`src/design/ecf_pkg.sv`:
```
`timescale 1ns / 1ps
// Shared types and constants for the Euler circuit finder.
// No dependencies; imported by the top level.
package ecf_pkg;

    // Fixed port field widths
    localparam int VTX_W   = 3;
    localparam int WIN_W   = 16;
    localparam int TOTAL_W = 22;

    // Request codes
    localparam logic REQ_WRITE = 1'b0;
    localparam logic REQ_RUN   = 1'b1;

    // Multiplicity saturation point
    localparam logic [1:0] MAX_MULT = 2'd2;

    // Longest run the result channel may carry
    localparam int RESULT_LIMIT = 56;

    // Register map, selected by paddr[2]
    localparam logic ADDR_START = 1'b0;

    typedef enum logic [3:0] {
        ST_IDLE,
        ST_WR2,
        ST_CP_RD,
        ST_CP_WR,
        ST_SIZE,
        ST_START,
        ST_LOADW,
        ST_SCAN,
        ST_NROW,
        ST_POP,
        ST_CHECK,
        ST_CRD,
        ST_CWT,
        ST_WT,
        ST_OUT
    } state_t;

endpackage

```
`src/design/ecf_row_pick.sv`:
```
`timescale 1ns / 1ps
// Picks the lowest-numbered neighbor with an unused edge in one adjacency row.
// No package dependencies.
module ecf_row_pick #(
    parameter int VERTICES = 8,
    parameter int VBITS    = 3
) (
    input  logic [VERTICES-1:0][1:0] row,
    output logic                     found,
    output logic [VBITS-1:0]         idx
);

    // Priority search, lowest index wins
    always_comb begin
        found = 1'b0;
        idx   = '0;
        for (int i = VERTICES - 1; i >= 0; i--) begin
            if (row[i] != 2'd0) begin
                found = 1'b1;
                idx   = VBITS'(i);
            end
        end
    end

endmodule

```
`src/design/euler_circuit_finder.sv`:
```
`timescale 1ns / 1ps
// Euler circuit finder top level: adjacency stores, walk and circuit stacks,
// sequencer and ports. Depends on ecf_pkg and ecf_row_pick.
//
// A write beat (req_type 0) sets both symmetric cells of the multiplicity and
// weight stores, first the addressed cell and then its mirror; diagonal or
// out-of-range cells are dropped. A run beat (req_type 1) copies the
// multiplicities into a working store organized one row per word, walks
// Hierholzer's stacks from start_vertex (the working-row and walk-stack
// memories have registered reads), then streams the circuit, with a
// circuit-store read and then a weight-store read for each edge beat. One
// item is in work at a time and s_ready is high only while idle. The
// multiplicity store clears at reset through one valid flop per cell, so no
// clearing pass is needed and the block is ready right after reset.
module euler_circuit_finder
    import ecf_pkg::*;
#(
    parameter int VERTICES    = 8,
    parameter int PATH_DEPTH  = 57,
    parameter int WEIGHT_BITS = 16
) (
    input  logic                aclk,
    input  logic                aresetn,
    // Configuration port
    input  logic                psel,
    input  logic                penable,
    input  logic                pwrite,
    input  logic [2:0]          paddr,
    input  logic [31:0]         pwdata,
    output logic [31:0]         prdata,
    output logic                pready,
    // Request channel
    input  logic                s_valid,
    output logic                s_ready,
    input  logic                s_req_type,
    input  logic [VTX_W-1:0]    s_row_vertex,
    input  logic [VTX_W-1:0]    s_col_vertex,
    input  logic [1:0]          s_edge_multiplicity,
    input  logic [WIN_W-1:0]    s_edge_weight_in,
    // Result channel
    output logic                m_valid,
    input  logic                m_ready,
    output logic [VTX_W-1:0]    m_from_vertex,
    output logic [VTX_W-1:0]    m_to_vertex,
    output logic [WIN_W-1:0]    m_edge_weight_out,
    output logic [TOTAL_W-1:0]  m_total_weight,
    output logic                m_edge_valid,
    output logic                m_not_eulerian,
    output logic                m_last
);

    localparam int VBITS     = $clog2(VERTICES);
    localparam int CELL_BITS = 2 * VBITS;
    localparam int CELLS     = 1 << CELL_BITS;
    localparam int MAX_EDGES = VERTICES * (VERTICES - 1);
    localparam int EW        = $clog2(MAX_EDGES + 1);
    localparam int SIDX      = $clog2(PATH_DEPTH);
    localparam int SPW       = $clog2(PATH_DEPTH + 1);
    localparam logic [VBITS-1:0] LAST_V = VBITS'(VERTICES - 1);

    // ---------------------------------------------------------------
    // Registers
    // ---------------------------------------------------------------
    state_t                     state_reg, state_next;
    logic [VTX_W-1:0]           start_reg;
    logic [CELLS-1:0]           cv_reg;

    logic [VBITS-1:0]           wr_row_reg, wr_row_next;
    logic [VBITS-1:0]           wr_col_reg, wr_col_next;
    logic [1:0]                 wr_mult_reg, wr_mult_next;
    logic [WEIGHT_BITS-1:0]     wr_wt_reg, wr_wt_next;

    logic [VBITS-1:0]           k_reg, k_next;
    logic [EW-1:0]              edges_reg, edges_next;
    logic [VBITS-1:0]           top_reg, top_next;
    logic [VBITS-1:0]           prev_reg, prev_next;
    logic [VERTICES-1:0][1:0]   cur_row_reg, cur_row_next;
    logic [SPW-1:0]             sp_reg, sp_next;
    logic [SPW-1:0]             cnt_reg, cnt_next;
    logic [SIDX-1:0]            idx_reg, idx_next;
    logic                       first_reg, first_next;
    logic [VBITS-1:0]           a_reg, a_next;
    logic [VBITS-1:0]           b_reg, b_next;

    logic                       mvalid_reg, mvalid_next;
    logic [VBITS-1:0]           out_from_reg, out_from_next;
    logic [VBITS-1:0]           out_to_reg, out_to_next;
    logic [WEIGHT_BITS-1:0]     out_w_reg, out_w_next;
    logic [TOTAL_W-1:0]         total_reg, total_next;
    logic                       out_ev_reg, out_ev_next;
    logic                       out_bad_reg, out_bad_next;
    logic                       out_last_reg, out_last_next;

    // ---------------------------------------------------------------
    // Memories and their ports
    // ---------------------------------------------------------------
    logic [VERTICES-1:0][1:0]   mult_mem [VERTICES];
    logic [WEIGHT_BITS-1:0]     wt_mem   [CELLS];
    logic [VERTICES-1:0][1:0]   work_mem [VERTICES];
    logic [VBITS-1:0]           stk_mem  [PATH_DEPTH];
    logic [VBITS-1:0]           cir_mem  [PATH_DEPTH];

    logic                       mult_we;
    logic [VBITS-1:0]           mult_wrow, mult_wcol, mult_ra;
    logic [1:0]                 mult_wd;
    logic [VERTICES-1:0][1:0]   mult_rd;

    logic                       wt_we;
    logic [CELL_BITS-1:0]       wt_wa, wt_ra;
    logic [WEIGHT_BITS-1:0]     wt_wd, wt_rd;

    logic                       work_we;
    logic [VBITS-1:0]           work_wa, work_ra;
    logic [VERTICES-1:0][1:0]   work_wd, work_rd;

    logic                       stk_we;
    logic [SIDX-1:0]            stk_wa, stk_ra;
    logic [VBITS-1:0]           stk_wd, stk_rd;

    logic                       cir_we;
    logic [SIDX-1:0]            cir_wa, cir_ra;
    logic [VBITS-1:0]           cir_wd, cir_rd;

    // ---------------------------------------------------------------
    // Combinational helpers
    // ---------------------------------------------------------------
    logic                       cfg_we;
    logic                       cv_set;
    logic [VBITS-1:0]           in_row, in_col;
    logic                       wr_ok;
    logic [1:0]                 mult_sat;
    logic [VBITS-1:0]           start_v;
    logic [VERTICES-1:0][1:0]   copy_row;
    logic [EW-1:0]              row_sum;
    logic                       pick_found;
    logic [VBITS-1:0]           pick_idx;
    logic [VERTICES-1:0][1:0]   dec_row;
    logic [VERTICES-1:0][1:0]   nbr_row;
    logic                       too_many;

    // Configuration port
    assign pready = 1'b1;
    assign cfg_we = psel & penable & pwrite;
    assign prdata = (paddr[2] == ADDR_START) ? 32'(start_reg) : 32'd0;

    always_ff @(posedge aclk) begin
        if (!aresetn) begin
            start_reg <= '0;
        end else if (cfg_we && paddr[2] == ADDR_START) begin
            start_reg <= pwdata[VTX_W-1:0];
        end
    end

    // Request decode
    assign in_row   = VBITS'(s_row_vertex);
    assign in_col   = VBITS'(s_col_vertex);
    assign wr_ok    = (s_row_vertex != s_col_vertex)
                      && (32'(s_row_vertex) < VERTICES)
                      && (32'(s_col_vertex) < VERTICES);
    assign mult_sat = (s_edge_multiplicity > MAX_MULT) ? MAX_MULT : s_edge_multiplicity;
    assign start_v  = (32'(start_reg) < VERTICES) ? VBITS'(start_reg) : '0;
    assign cv_set   = (state_reg == ST_IDLE) && s_valid && (s_req_type == REQ_WRITE) && wr_ok;

    // Copy row with never-written cells read as zero; count edges above diagonal
    always_comb begin
        row_sum = '0;
        for (int j = 0; j < VERTICES; j++) begin
            copy_row[j] = cv_reg[{k_reg, VBITS'(j)}] ? mult_rd[j] : 2'd0;
            if (j > 32'(k_reg)) begin
                row_sum = row_sum + EW'(copy_row[j]);
            end
        end
    end

    assign too_many = (32'(edges_reg) + 32'd1 > PATH_DEPTH)
                      || (32'(edges_reg) > RESULT_LIMIT);

    // Neighbor search on the current row
    ecf_row_pick #(
        .VERTICES (VERTICES),
        .VBITS    (VBITS)
    ) u_pick (
        .row   (cur_row_reg),
        .found (pick_found),
        .idx   (pick_idx)
    );

    // Consume one edge on each side
    always_comb begin
        dec_row = cur_row_reg;
        dec_row[pick_idx] = cur_row_reg[pick_idx] - 2'd1;
        nbr_row = work_rd;
        nbr_row[prev_reg] = work_rd[prev_reg] - 2'd1;
    end

    // ---------------------------------------------------------------
    // Sequencer: next state, memory controls, result loading
    // ---------------------------------------------------------------
    always_comb begin
        state_next    = state_reg;
        wr_row_next   = wr_row_reg;
        wr_col_next   = wr_col_reg;
        wr_mult_next  = wr_mult_reg;
        wr_wt_next    = wr_wt_reg;
        k_next        = k_reg;
        edges_next    = edges_reg;
        top_next      = top_reg;
        prev_next     = prev_reg;
        cur_row_next  = cur_row_reg;
        sp_next       = sp_reg;
        cnt_next      = cnt_reg;
        idx_next      = idx_reg;
        first_next    = first_reg;
        a_next        = a_reg;
        b_next        = b_reg;
        mvalid_next   = mvalid_reg;
        out_from_next = out_from_reg;
        out_to_next   = out_to_reg;
        out_w_next    = out_w_reg;
        total_next    = total_reg;
        out_ev_next   = out_ev_reg;
        out_bad_next  = out_bad_reg;
        out_last_next = out_last_reg;

        mult_we   = 1'b0;
        mult_wrow = '0;
        mult_wcol = '0;
        mult_wd   = '0;
        mult_ra   = k_reg;
        wt_we     = 1'b0;
        wt_wa     = '0;
        wt_wd     = '0;
        wt_ra     = '0;
        work_we   = 1'b0;
        work_wa   = '0;
        work_wd   = '0;
        work_ra   = '0;
        stk_we    = 1'b0;
        stk_wa    = '0;
        stk_wd    = '0;
        stk_ra    = '0;
        cir_we    = 1'b0;
        cir_wa    = '0;
        cir_wd    = '0;
        cir_ra    = idx_reg;

        case (state_reg)
            ST_IDLE: begin
                if (s_valid) begin
                    if (s_req_type == REQ_RUN) begin
                        k_next     = '0;
                        edges_next = '0;
                        state_next = ST_CP_RD;
                    end else if (wr_ok) begin
                        mult_we      = 1'b1;
                        mult_wrow    = in_row;
                        mult_wcol    = in_col;
                        mult_wd      = mult_sat;
                        wt_we        = 1'b1;
                        wt_wa        = {in_row, in_col};
                        wt_wd        = WEIGHT_BITS'(s_edge_weight_in);
                        wr_row_next  = in_row;
                        wr_col_next  = in_col;
                        wr_mult_next = mult_sat;
                        wr_wt_next   = WEIGHT_BITS'(s_edge_weight_in);
                        state_next   = ST_WR2;
                    end
                end
            end

            // Mirror cell
            ST_WR2: begin
                mult_we    = 1'b1;
                mult_wrow  = wr_col_reg;
                mult_wcol  = wr_row_reg;
                mult_wd    = wr_mult_reg;
                wt_we      = 1'b1;
                wt_wa      = {wr_col_reg, wr_row_reg};
                wt_wd      = wr_wt_reg;
                state_next = ST_IDLE;
            end

            ST_CP_RD: begin
                mult_ra    = k_reg;
                state_next = ST_CP_WR;
            end

            ST_CP_WR: begin
                work_we    = 1'b1;
                work_wa    = k_reg;
                work_wd    = copy_row;
                edges_next = edges_reg + row_sum;
                if (k_reg == LAST_V) begin
                    state_next = ST_SIZE;
                end else begin
                    k_next     = k_reg + 1'b1;
                    state_next = ST_CP_RD;
                end
            end

            // Reject graphs too large for the stacks or the result stream
            ST_SIZE: begin
                if (too_many) begin
                    mvalid_next   = 1'b1;
                    out_from_next = '0;
                    out_to_next   = '0;
                    out_w_next    = '0;
                    total_next    = '0;
                    out_ev_next   = 1'b0;
                    out_bad_next  = 1'b1;
                    out_last_next = 1'b1;
                    state_next    = ST_OUT;
                end else begin
                    state_next = ST_START;
                end
            end

            ST_START: begin
                stk_we     = 1'b1;
                stk_wa     = '0;
                stk_wd     = start_v;
                sp_next    = SPW'(1);
                cnt_next   = '0;
                top_next   = start_v;
                work_ra    = start_v;
                state_next = ST_LOADW;
            end

            ST_LOADW: begin
                cur_row_next = work_rd;
                state_next   = ST_SCAN;
            end

            ST_SCAN: begin
                if (pick_found && 32'(sp_reg) < PATH_DEPTH) begin
                    // Take edge top -> pick, push pick
                    work_we    = 1'b1;
                    work_wa    = top_reg;
                    work_wd    = dec_row;
                    stk_we     = 1'b1;
                    stk_wa     = SIDX'(sp_reg);
                    stk_wd     = pick_idx;
                    sp_next    = sp_reg + 1'b1;
                    work_ra    = pick_idx;
                    prev_next  = top_reg;
                    top_next   = pick_idx;
                    state_next = ST_NROW;
                end else begin
                    // Retire top to the circuit store
                    if (32'(cnt_reg) < PATH_DEPTH) begin
                        cir_we   = 1'b1;
                        cir_wa   = SIDX'(cnt_reg);
                        cir_wd   = top_reg;
                        cnt_next = cnt_reg + 1'b1;
                    end
                    sp_next = sp_reg - 1'b1;
                    if (sp_reg == SPW'(1)) begin
                        state_next = ST_CHECK;
                    end else begin
                        stk_ra     = SIDX'(sp_reg - SPW'(2));
                        state_next = ST_POP;
                    end
                end
            end

            // Reverse side of the edge just taken
            ST_NROW: begin
                work_we      = 1'b1;
                work_wa      = top_reg;
                work_wd      = nbr_row;
                cur_row_next = nbr_row;
                state_next   = ST_SCAN;
            end

            ST_POP: begin
                top_next   = stk_rd;
                work_ra    = stk_rd;
                state_next = ST_LOADW;
            end

            ST_CHECK: begin
                total_next = '0;
                if (32'(cnt_reg) != 32'(edges_reg) + 32'd1 || edges_reg == '0) begin
                    // Unvisited edges, or the empty graph
                    mvalid_next   = 1'b1;
                    out_from_next = '0;
                    out_to_next   = '0;
                    out_w_next    = '0;
                    out_ev_next   = 1'b0;
                    out_bad_next  = (32'(cnt_reg) != 32'(edges_reg) + 32'd1);
                    out_last_next = 1'b1;
                    state_next    = ST_OUT;
                end else begin
                    idx_next   = SIDX'(edges_reg);
                    first_next = 1'b1;
                    state_next = ST_CRD;
                end
            end

            ST_CRD: begin
                cir_ra     = idx_reg;
                state_next = ST_CWT;
            end

            ST_CWT: begin
                if (first_reg) begin
                    a_next     = cir_rd;
                    first_next = 1'b0;
                    idx_next   = idx_reg - 1'b1;
                    state_next = ST_CRD;
                end else begin
                    b_next     = cir_rd;
                    wt_ra      = {a_reg, cir_rd};
                    state_next = ST_WT;
                end
            end

            ST_WT: begin
                mvalid_next   = 1'b1;
                out_from_next = a_reg;
                out_to_next   = b_reg;
                out_w_next    = wt_rd;
                total_next    = total_reg + TOTAL_W'(wt_rd);
                out_ev_next   = 1'b1;
                out_bad_next  = 1'b0;
                out_last_next = (idx_reg == '0);
                state_next    = ST_OUT;
            end

            ST_OUT: begin
                if (mvalid_reg && m_ready) begin
                    mvalid_next = 1'b0;
                    if (out_last_reg) begin
                        state_next = ST_IDLE;
                    end else begin
                        a_next     = b_reg;
                        idx_next   = idx_reg - 1'b1;
                        state_next = ST_CRD;
                    end
                end
            end

            default: begin
                state_next = ST_IDLE;
            end
        endcase
    end

    // Control state
    always_ff @(posedge aclk) begin
        if (!aresetn) begin
            state_reg  <= ST_IDLE;
            mvalid_reg <= 1'b0;
            sp_reg     <= '0;
            cnt_reg    <= '0;
            cv_reg     <= '0;
        end else begin
            state_reg  <= state_next;
            mvalid_reg <= mvalid_next;
            sp_reg     <= sp_next;
            cnt_reg    <= cnt_next;
            if (cv_set) begin
                cv_reg[{in_row, in_col}] <= 1'b1;
                cv_reg[{in_col, in_row}] <= 1'b1;
            end
        end
    end

    // Datapath registers
    always_ff @(posedge aclk) begin
        wr_row_reg   <= wr_row_next;
        wr_col_reg   <= wr_col_next;
        wr_mult_reg  <= wr_mult_next;
        wr_wt_reg    <= wr_wt_next;
        k_reg        <= k_next;
        edges_reg    <= edges_next;
        top_reg      <= top_next;
        prev_reg     <= prev_next;
        cur_row_reg  <= cur_row_next;
        idx_reg      <= idx_next;
        first_reg    <= first_next;
        a_reg        <= a_next;
        b_reg        <= b_next;
        out_from_reg <= out_from_next;
        out_to_reg   <= out_to_next;
        out_w_reg    <= out_w_next;
        total_reg    <= total_next;
        out_ev_reg   <= out_ev_next;
        out_bad_reg  <= out_bad_next;
        out_last_reg <= out_last_next;
    end

    // ---------------------------------------------------------------
    // Memories, one write and one registered read each
    // ---------------------------------------------------------------
    always_ff @(posedge aclk) begin
        if (mult_we) begin
            mult_mem[mult_wrow][mult_wcol] <= mult_wd;
        end
        mult_rd <= mult_mem[mult_ra];
    end

    always_ff @(posedge aclk) begin
        if (wt_we) begin
            wt_mem[wt_wa] <= wt_wd;
        end
        wt_rd <= wt_mem[wt_ra];
    end

    always_ff @(posedge aclk) begin
        if (work_we) begin
            work_mem[work_wa] <= work_wd;
        end
        work_rd <= work_mem[work_ra];
    end

    always_ff @(posedge aclk) begin
        if (stk_we) begin
            stk_mem[stk_wa] <= stk_wd;
        end
        stk_rd <= stk_mem[stk_ra];
    end

    always_ff @(posedge aclk) begin
        if (cir_we) begin
            cir_mem[cir_wa] <= cir_wd;
        end
        cir_rd <= cir_mem[cir_ra];
    end

    // Ports
    assign s_ready           = (state_reg == ST_IDLE);
    assign m_valid           = mvalid_reg;
    assign m_from_vertex     = VTX_W'(out_from_reg);
    assign m_to_vertex       = VTX_W'(out_to_reg);
    assign m_edge_weight_out = WIN_W'(out_w_reg);
    assign m_total_weight    = total_reg;
    assign m_edge_valid      = out_ev_reg;
    assign m_not_eulerian    = out_bad_reg;
    assign m_last            = out_last_reg;

endmodule

```
`config.mk`:
```
export PLATFORM = sky130hd
export DESIGN_NAME = euler_circuit_finder
export DESIGN_NICKNAME = d
export VERILOG_FILES = /design/src/design/ecf_pkg.sv /design/src/design/ecf_row_pick.sv /design/src/design/euler_circuit_finder.sv
export SDC_FILE = /design/constraint.sdc
export NUM_CORES = 2
export LEC_CHECK = 0
export ABC_AREA = 1
export BUFFER_PORTS_ARGS = -buffer_cell sky130_fd_sc_hd__buf_2
export CORE_MARGIN = 1.5
export CORE_UTILIZATION = 30
export CTS_CLUSTER_SIZE = 25
export DETAILED_ROUTE_END_ITERATION = 6
export GPL_TIMING_DRIVEN = 0
export PLACE_DENSITY = 0.55
export SYNTH_ARGS = -nofsm -noshare
export SYNTH_HDL_FRONTEND = slang
export SYNTH_SLANG_ARGS = --single-unit
```
`constraint.sdc`:
```
create_clock -name aclk -period 9.45 [get_ports aclk]
set_clock_uncertainty 0.2 [all_clocks]
set_input_delay 0.945 -clock aclk [delete_from_list [all_inputs] [get_ports aclk]]
set_output_delay 0.945 -clock aclk [all_outputs]
set_load 0.01 [all_outputs]
```
## After elaboration in Yosys (flattened, before gate mapping)

Memory sizes are Yosys's and may differ from the RTL's. A register that Yosys moved wholly into a read port is not among the register bits.
Index checks and enable logic that the tools add are counted.
W data, S select, Z words.

| word-level totals | value |
|---|---|
| register bits after elaboration | 199 |
| memory bits (writable) | 1,622 |
| input bits | 67 |
| output and inout bits | 82 |
| logic and storage cells | 354 |
| memories | 5 |

Memories:

| name | words | bits a word | read ports | clocked after Yosys merged registers in | write ports | line | RTL |
|---|---|---|---|---|---|---|---|
| wt_mem | 64 | 16 | 1 | 1 | 1 | euler_circuit_finder.sv:98 | `logic [WEIGHT_BITS-1:0] wt_mem [CELLS];` |
| cir_mem | 57 | 3 | 1 | 1 | 1 | euler_circuit_finder.sv:101 | `logic [VBITS-1:0] cir_mem [PATH_DEPTH];` |
| stk_mem | 57 | 3 | 1 | 1 | 1 | euler_circuit_finder.sv:100 | `logic [VBITS-1:0] stk_mem [PATH_DEPTH];` |
| mult_mem | 8 | 16 | 1 | 1 | 1 | euler_circuit_finder.sv:97 | `logic [VERTICES-1:0][1:0] mult_mem [VERTICES];` |
| work_mem | 8 | 16 | 1 | 1 | 1 | euler_circuit_finder.sv:99 | `logic [VERTICES-1:0][1:0] work_mem [VERTICES];` |

| operators by class | value |
|---|---|
| $add $sub $neg | 17 |
| order comparisons | 30 |
| equality and inequality tests | 31 |
| muxes and demuxes | 181 |
| bitwise gates (word level) | 7 |
| reduce and logical (&&, ||, !) cells | 50 |

Operator list:

| cell | count |
|---|---|
| $mux W6 | 28 |
| $or A64 B64 Y64 | 2 |
| $mux W16 | 7 |
| $mux W3 | 32 |
| $pmux W16 S3 | 2 |
| $lt A6 B7 Y1 const B | 10 |
| $pmux W22 S3 | 1 |
| $pmux W16 S2 | 2 |
| $pmux W4 S12 | 1 |
| $pmux W6 S2 | 4 |
| $pmux W3 S3 | 5 |
| $mux W1 | 40 |
| $mux W2 | 20 |
| $add A6 B2 Y6 | 6 |
| $bwmux W16 | 2 |
| $gt A32 B6 Y1 const B | 1 |
| $pmux W3 S2 | 5 |
| $eq A4 B4 Y1 const B | 7 |
| $reduce_bool A2 Y1 | 13 |
| $bmux W1 S3 | 8 |
| $mux W4 | 6 |
| $add A22 B16 Y22 | 1 |
| $mux W22 | 1 |
| $ne A2 B2 Y1 const B | 11 |
| other kinds (46) | 101 |

## Logic depth before layout (Yosys ltp)

| depth | value |
|---|---|
| depth in word-level cells | 18 |
| gate-level depth with buffers | 42 |
| mapped depth without buffers | 40 |

## Hierarchy

Synthesis repeated with hierarchy kept, for this count alone.

| second synthesis, totals | value |
|---|---|
| cells, all modules | 6,594 |
| area, all modules | 78,561.6 um2 |

Modules (own cells, without submodules):

| module | times used | cells each | area each (um2) | seq. area each (um2) |
|---|---|---|---|---|
| euler_circuit_finder | 1 | 6,567 | 78,427.7 | 54,922.7 |
| ecf_row_pick | 1 | 27 | 133.9 | 0.0 |

## Least setup slack after synthesis

No wires, ideal clock.

| timing path | value |
|---|---|
| kind | register to register |
| start point | register k_reg[0] |
| end point | register edges_reg[5], data pin |
| data arrival time | 6.789 ns |
| slack | 2.208 ns |
| stages on the path, launching flop included | 40 |
| path buffers | 2 |
| period minus slack after synthesis | 7.242 ns |
| path through | edfxtp_1 buf_4 inv_2 clkbuf_1 o21ai_0 nand3_1 nand2_1 inv_1 nand2_1 nor4_1 ha_1 inv_1 fa_1 o21ai_0 fa_1 inv_1 nor2_1 fa_1 (+4 left out) nand2_1 nand2_1 fa_1 nand2_1 xnor2_1 inv_1 ha_1 a21o_1 a31oi_1 nor2_1 nor2_1 o21bai_1 xor2_1 nand3_1 nand2_1 nand2_1 nand2_1 nor2_1 |

| on the way | value |
|---|---|
| cells in the longest elaborated chain, start to end | 18 |
| elaborated cells between the ends (all ways) | 43 |
| those cells by class | 7 x add/sub; 7 x order compare; 29 x mux |

Ends and longest elaborated chain:

| item | line | RTL |
|---|---|---|
| start, declared | euler_circuit_finder.sv:73 | `logic [VBITS-1:0] k_reg, k_next;` |
| start signal, assigned | euler_circuit_finder.sv:475 | `k_reg <= k_next;` |
| $bmux W1 S3 | euler_circuit_finder.sv:168 | `copy_row[j] = cv_reg[{k_reg, VBITS'(j)}] ? mult_rd[j] : 2'd0;` |
| $mux W1 (implied by the code) | euler_circuit_finder.sv:168 |  |
| $mux W2 | euler_circuit_finder.sv:168 |  |
| $mux W2 | euler_circuit_finder.sv:169 | `if (j > 32'(k_reg)) begin` |
| $add A6 B2 Y6 | euler_circuit_finder.sv:170 | `row_sum = row_sum + EW'(copy_row[j]);` |
| $mux W6 | euler_circuit_finder.sv:169 |  |
| $add A6 B2 Y6 | euler_circuit_finder.sv:170 |  |
| $mux W6 | euler_circuit_finder.sv:169 |  |
| (+2 left out) | - |  |
| $add A6 B2 Y6 | euler_circuit_finder.sv:170 |  |
| $mux W6 | euler_circuit_finder.sv:169 |  |
| $add A6 B2 Y6 | euler_circuit_finder.sv:170 |  |
| $mux W6 | euler_circuit_finder.sv:169 |  |
| $add A6 B2 Y6 | euler_circuit_finder.sv:170 |  |
| $mux W6 (*) | euler_circuit_finder.sv:169 |  |
| $add A6 B6 Y6 (*) | euler_circuit_finder.sv:292 | `edges_next = edges_reg + row_sum;` |
| $pmux W6 S2 (*) | euler_circuit_finder.sv:247 | `case (state_reg)` |
| end signal, assigned | euler_circuit_finder.sv:476 | `edges_reg <= edges_next;` |
| end, declared | euler_circuit_finder.sv:74 | `logic [EW-1:0] edges_reg, edges_next;` |

Mark *: on every way between the ends. The rest lies on a longest branch, timed or not. The select of a mux whose other input is x is not followed.
A chain may end at the register's enable or synchronous reset.

## Final worst setup path

Same ends and word-level chain as after synthesis.

==> run metrics <==
critical path type flop to flop; largest net degree at the start of global routing 65; leakage dissipation a little over 30 nW; gpl congestion 1.006; Critical Path Start k_reg[0]$_SDFFCE_PN0P_; total via count in the routed design ~57000; # Max-Cap Violations 0; clock root cell clkbuf_16; Overall Global Routing Usage 0.2021; Pre-Repair DR Iteration Count 6; total setup violations reported at the end of the flow 0; drt wl/cell 25.31 um; area of the core 260200 um2; total power after layout 18.27 mW; sort of element at the start of the critical path flop; final standard cell utilization of the core 0.3550; number of buffers created by CTS 196; Max VDD drop ~0.19 mV; clk slew on worst S/H paths 70 ps; number of top-level pins 149; part of the Yosys area used for sequential elements 0.6983; Longest Clk Path Bufs 3; count of state elements after synthesis between 1500 and 2000; total power density per cell area 197.8 nW/um2; headroom to the max-slew limit 0.1361; initial standard-cell utilization of the core 0.3023; most instantiated cells after synthesis edfxtp_1, nand2_1, nor2_1; register ranked first by flip-flop count wt_mem; worst hold start s_edge_weight_in[12]; critical path required time between 9000 and 10000 ps; Synth Cell Area around 79000 um2; Final Hold Viols 0; vias per std cell 5.210; data arrival time at the worst-slack endpoint 9130 ps; max reg flops between 1000 and 1500; number of distinct standard cells referenced by the synthesized netlist 58; Fin Setup TNS 0 ps; period utilisation layout 0.9221; slowest cell on the critical path clkbuf_1; library cell with the largest summed area after synthesis edfxtp_1; Die W 515.0 um; Worst Max-Slew Pin Slew 1282 ps; clock tree from TritonCTS yes; Port Buffer Count 86; number of global-route vias before repair 55010; remaining number of nets flagged by the antenna check after routing 0; cells taking the most area after synthesis edfxtp_1, nand2_1, a21oi_1; leading register cell type out of synthesis edfxtp_1; count of standard-cell rows 187; number of antenna violations at the first check in global routing 17; Reg2Reg Launch Point k_reg[0]$_SDFFCE_PN0P_; result of the run finished clean; area of the die 265300 um2; number of design-rule violations left by the first detailed-router iteration 7011; clock latency at the later pin of the worst-skew pair 860 ps; share of async-settable or async-resettable flops after synthesis 0; critical path fanouts, max 11; clock sinks 1875; Highest Signal Layer met5; post-route DRC violation count 0; RSZ-0062 raised after global routing no; worst hold slack across all endpoints 95.48 ps; setup repair bufs after CTS 0; share of Yosys cell area claimed by the top area cell type 0.6632; M1 wire length around 110 mm; die boundary height 515.0 um; count of yosys warnings during synthesis 0; sort of element at the end of the critical path flop; FF+latch area approximately 55000 um2; final layout net count 7336; wire length on met2 roughly 130 mm; hpwl dp 195.4 mm; H-Tree Level Count 4; biggest regs wt_mem x1024, cir_mem x171, stk_mem x171; number of standard cells after synthesis ~7000; EDFF count, synth approximately 1700; Critical Path Most Common Cell nand2_1; min cycle time layout around 8700 ps; CTS Hold Buffers Added 0; layout cells sized above 1 0.1073; wire length of the first global-routing pass 388.0 mm; remaining global-route overflow 0; Detail Route met3 WL 22.00 mm; fin. max-slew vios 0; filler cell count between 20000 and 30000; maximum single-stage delay on the critical path 600 ps; layout-stage area growth over the synthesis result 17.44%; Min-Delay Path Class primary input to flop; total area of multi-input combinational cells 20590 um2; Gates resized, CTS repair 0; syn_area_per_cell between 10 and 15 um2; top-count cell post-synth edfxtp_1; drt total wl 275.3 mm; timing-limited maximum frequency 114.8 MHz
==> power by group <==
group          leakage [nW]  switching, mW  internal [mW]
sequential             16.2         0.0440           9.24
combinational          11.2          0.778          0.244
clock                  3.20           3.42           4.54
total                  30.7           4.24           14.0
==> per-stage QoR <==
stage	instance area, um2	worst slack [ps]	std cells
final	92370	736.3	10880
after global placement	83560	816.8	10420
after global routing	92360	151.5	10870
after floorplan	78760	2208	6839
after CTS	92360	683.4	10870
after detailed placement	85740	715.1	10510
==> path summary, 6_finish.rpt <==
check,end,slack [ps],cells past startpoint
min,wr_wt_reg[12]$_DFFE_PP_,100,1
max reg2reg,edges_reg[5]$_SDFFCE_PN0P_,740,36
max,edges_reg[5]$_SDFFCE_PN0P_,740,36
min reg2reg,cv_reg[0]$_SDFFE_PN0P_,230,2
==> area by class of cell <==
type                            count  area share
Tap cell                         3496     0.04735
Antenna cell                        7   0.0001896
Clock buffer                      226     0.05464
Inverter                          456     0.01853
Buffer                            425     0.02113
Timing Repair Buffer              176     0.02372
Clock inverter                    131     0.01699
Multi-Input combinational cell   4083      0.2229
Sequential cell                  1875      0.5946
==> worst max-delay path: cells and delay by family, from the launching register on <==
| kind | cells | cell delay, ps |
|---|---|---|
| compound gates | 3 | 480 |
| simple gates | 15 | 1580 |
| xor+xnor | 2 | 340 |
| flops | 1 | 410 |
| mux | 1 | 350 |
| fa+ha+maj | 8 | 3010 |
| buf+inv | 7 | 2090 |
==> kinds of logic after synthesis <==
| group | share of synthesized area |
|---|---|
| compound gates | 0.1197 |
| xor+xnor | 0.002673 |
| fa+ha+maj | 0.009672 |
| buf+inv | 0.04656 |
| flops | 0.6983 |
| mux | 0.0001432 |
| other cells | 0.00009548 |
| simple gates | 0.1229 |
==> metal layers <==
layer / vias to the layer above / global-route usage
li1: 25230 / -
met1: 28270 / 0.2618
met2: 2667 / 0.3363
met3: 496 / 0.03431
met4: 2 / 0.07773
met5: - / 0
==> cells in the final DEF, fill, tap and decap left out, drive strengths merged, types with 27 or more instances in the layout <==
cell	synthesis	final
o22ai	327	327
dfxtp	138	138
a31oi	27	27
nand3b	50	50
inv	450	459
clkbuf	233	459
a21oi	574	574
clkinv	6	94
nand4	30	30
a211oi	118	118
conb	2	30
nand3	337	337
buf	192	368
o21ai	441	441
nor2	671	671
edfxtp	1737	1737
nand2	1205	1205
o211ai	67	67
ha	48	48
No activity file was read; power rests on OpenSTA's default activity.
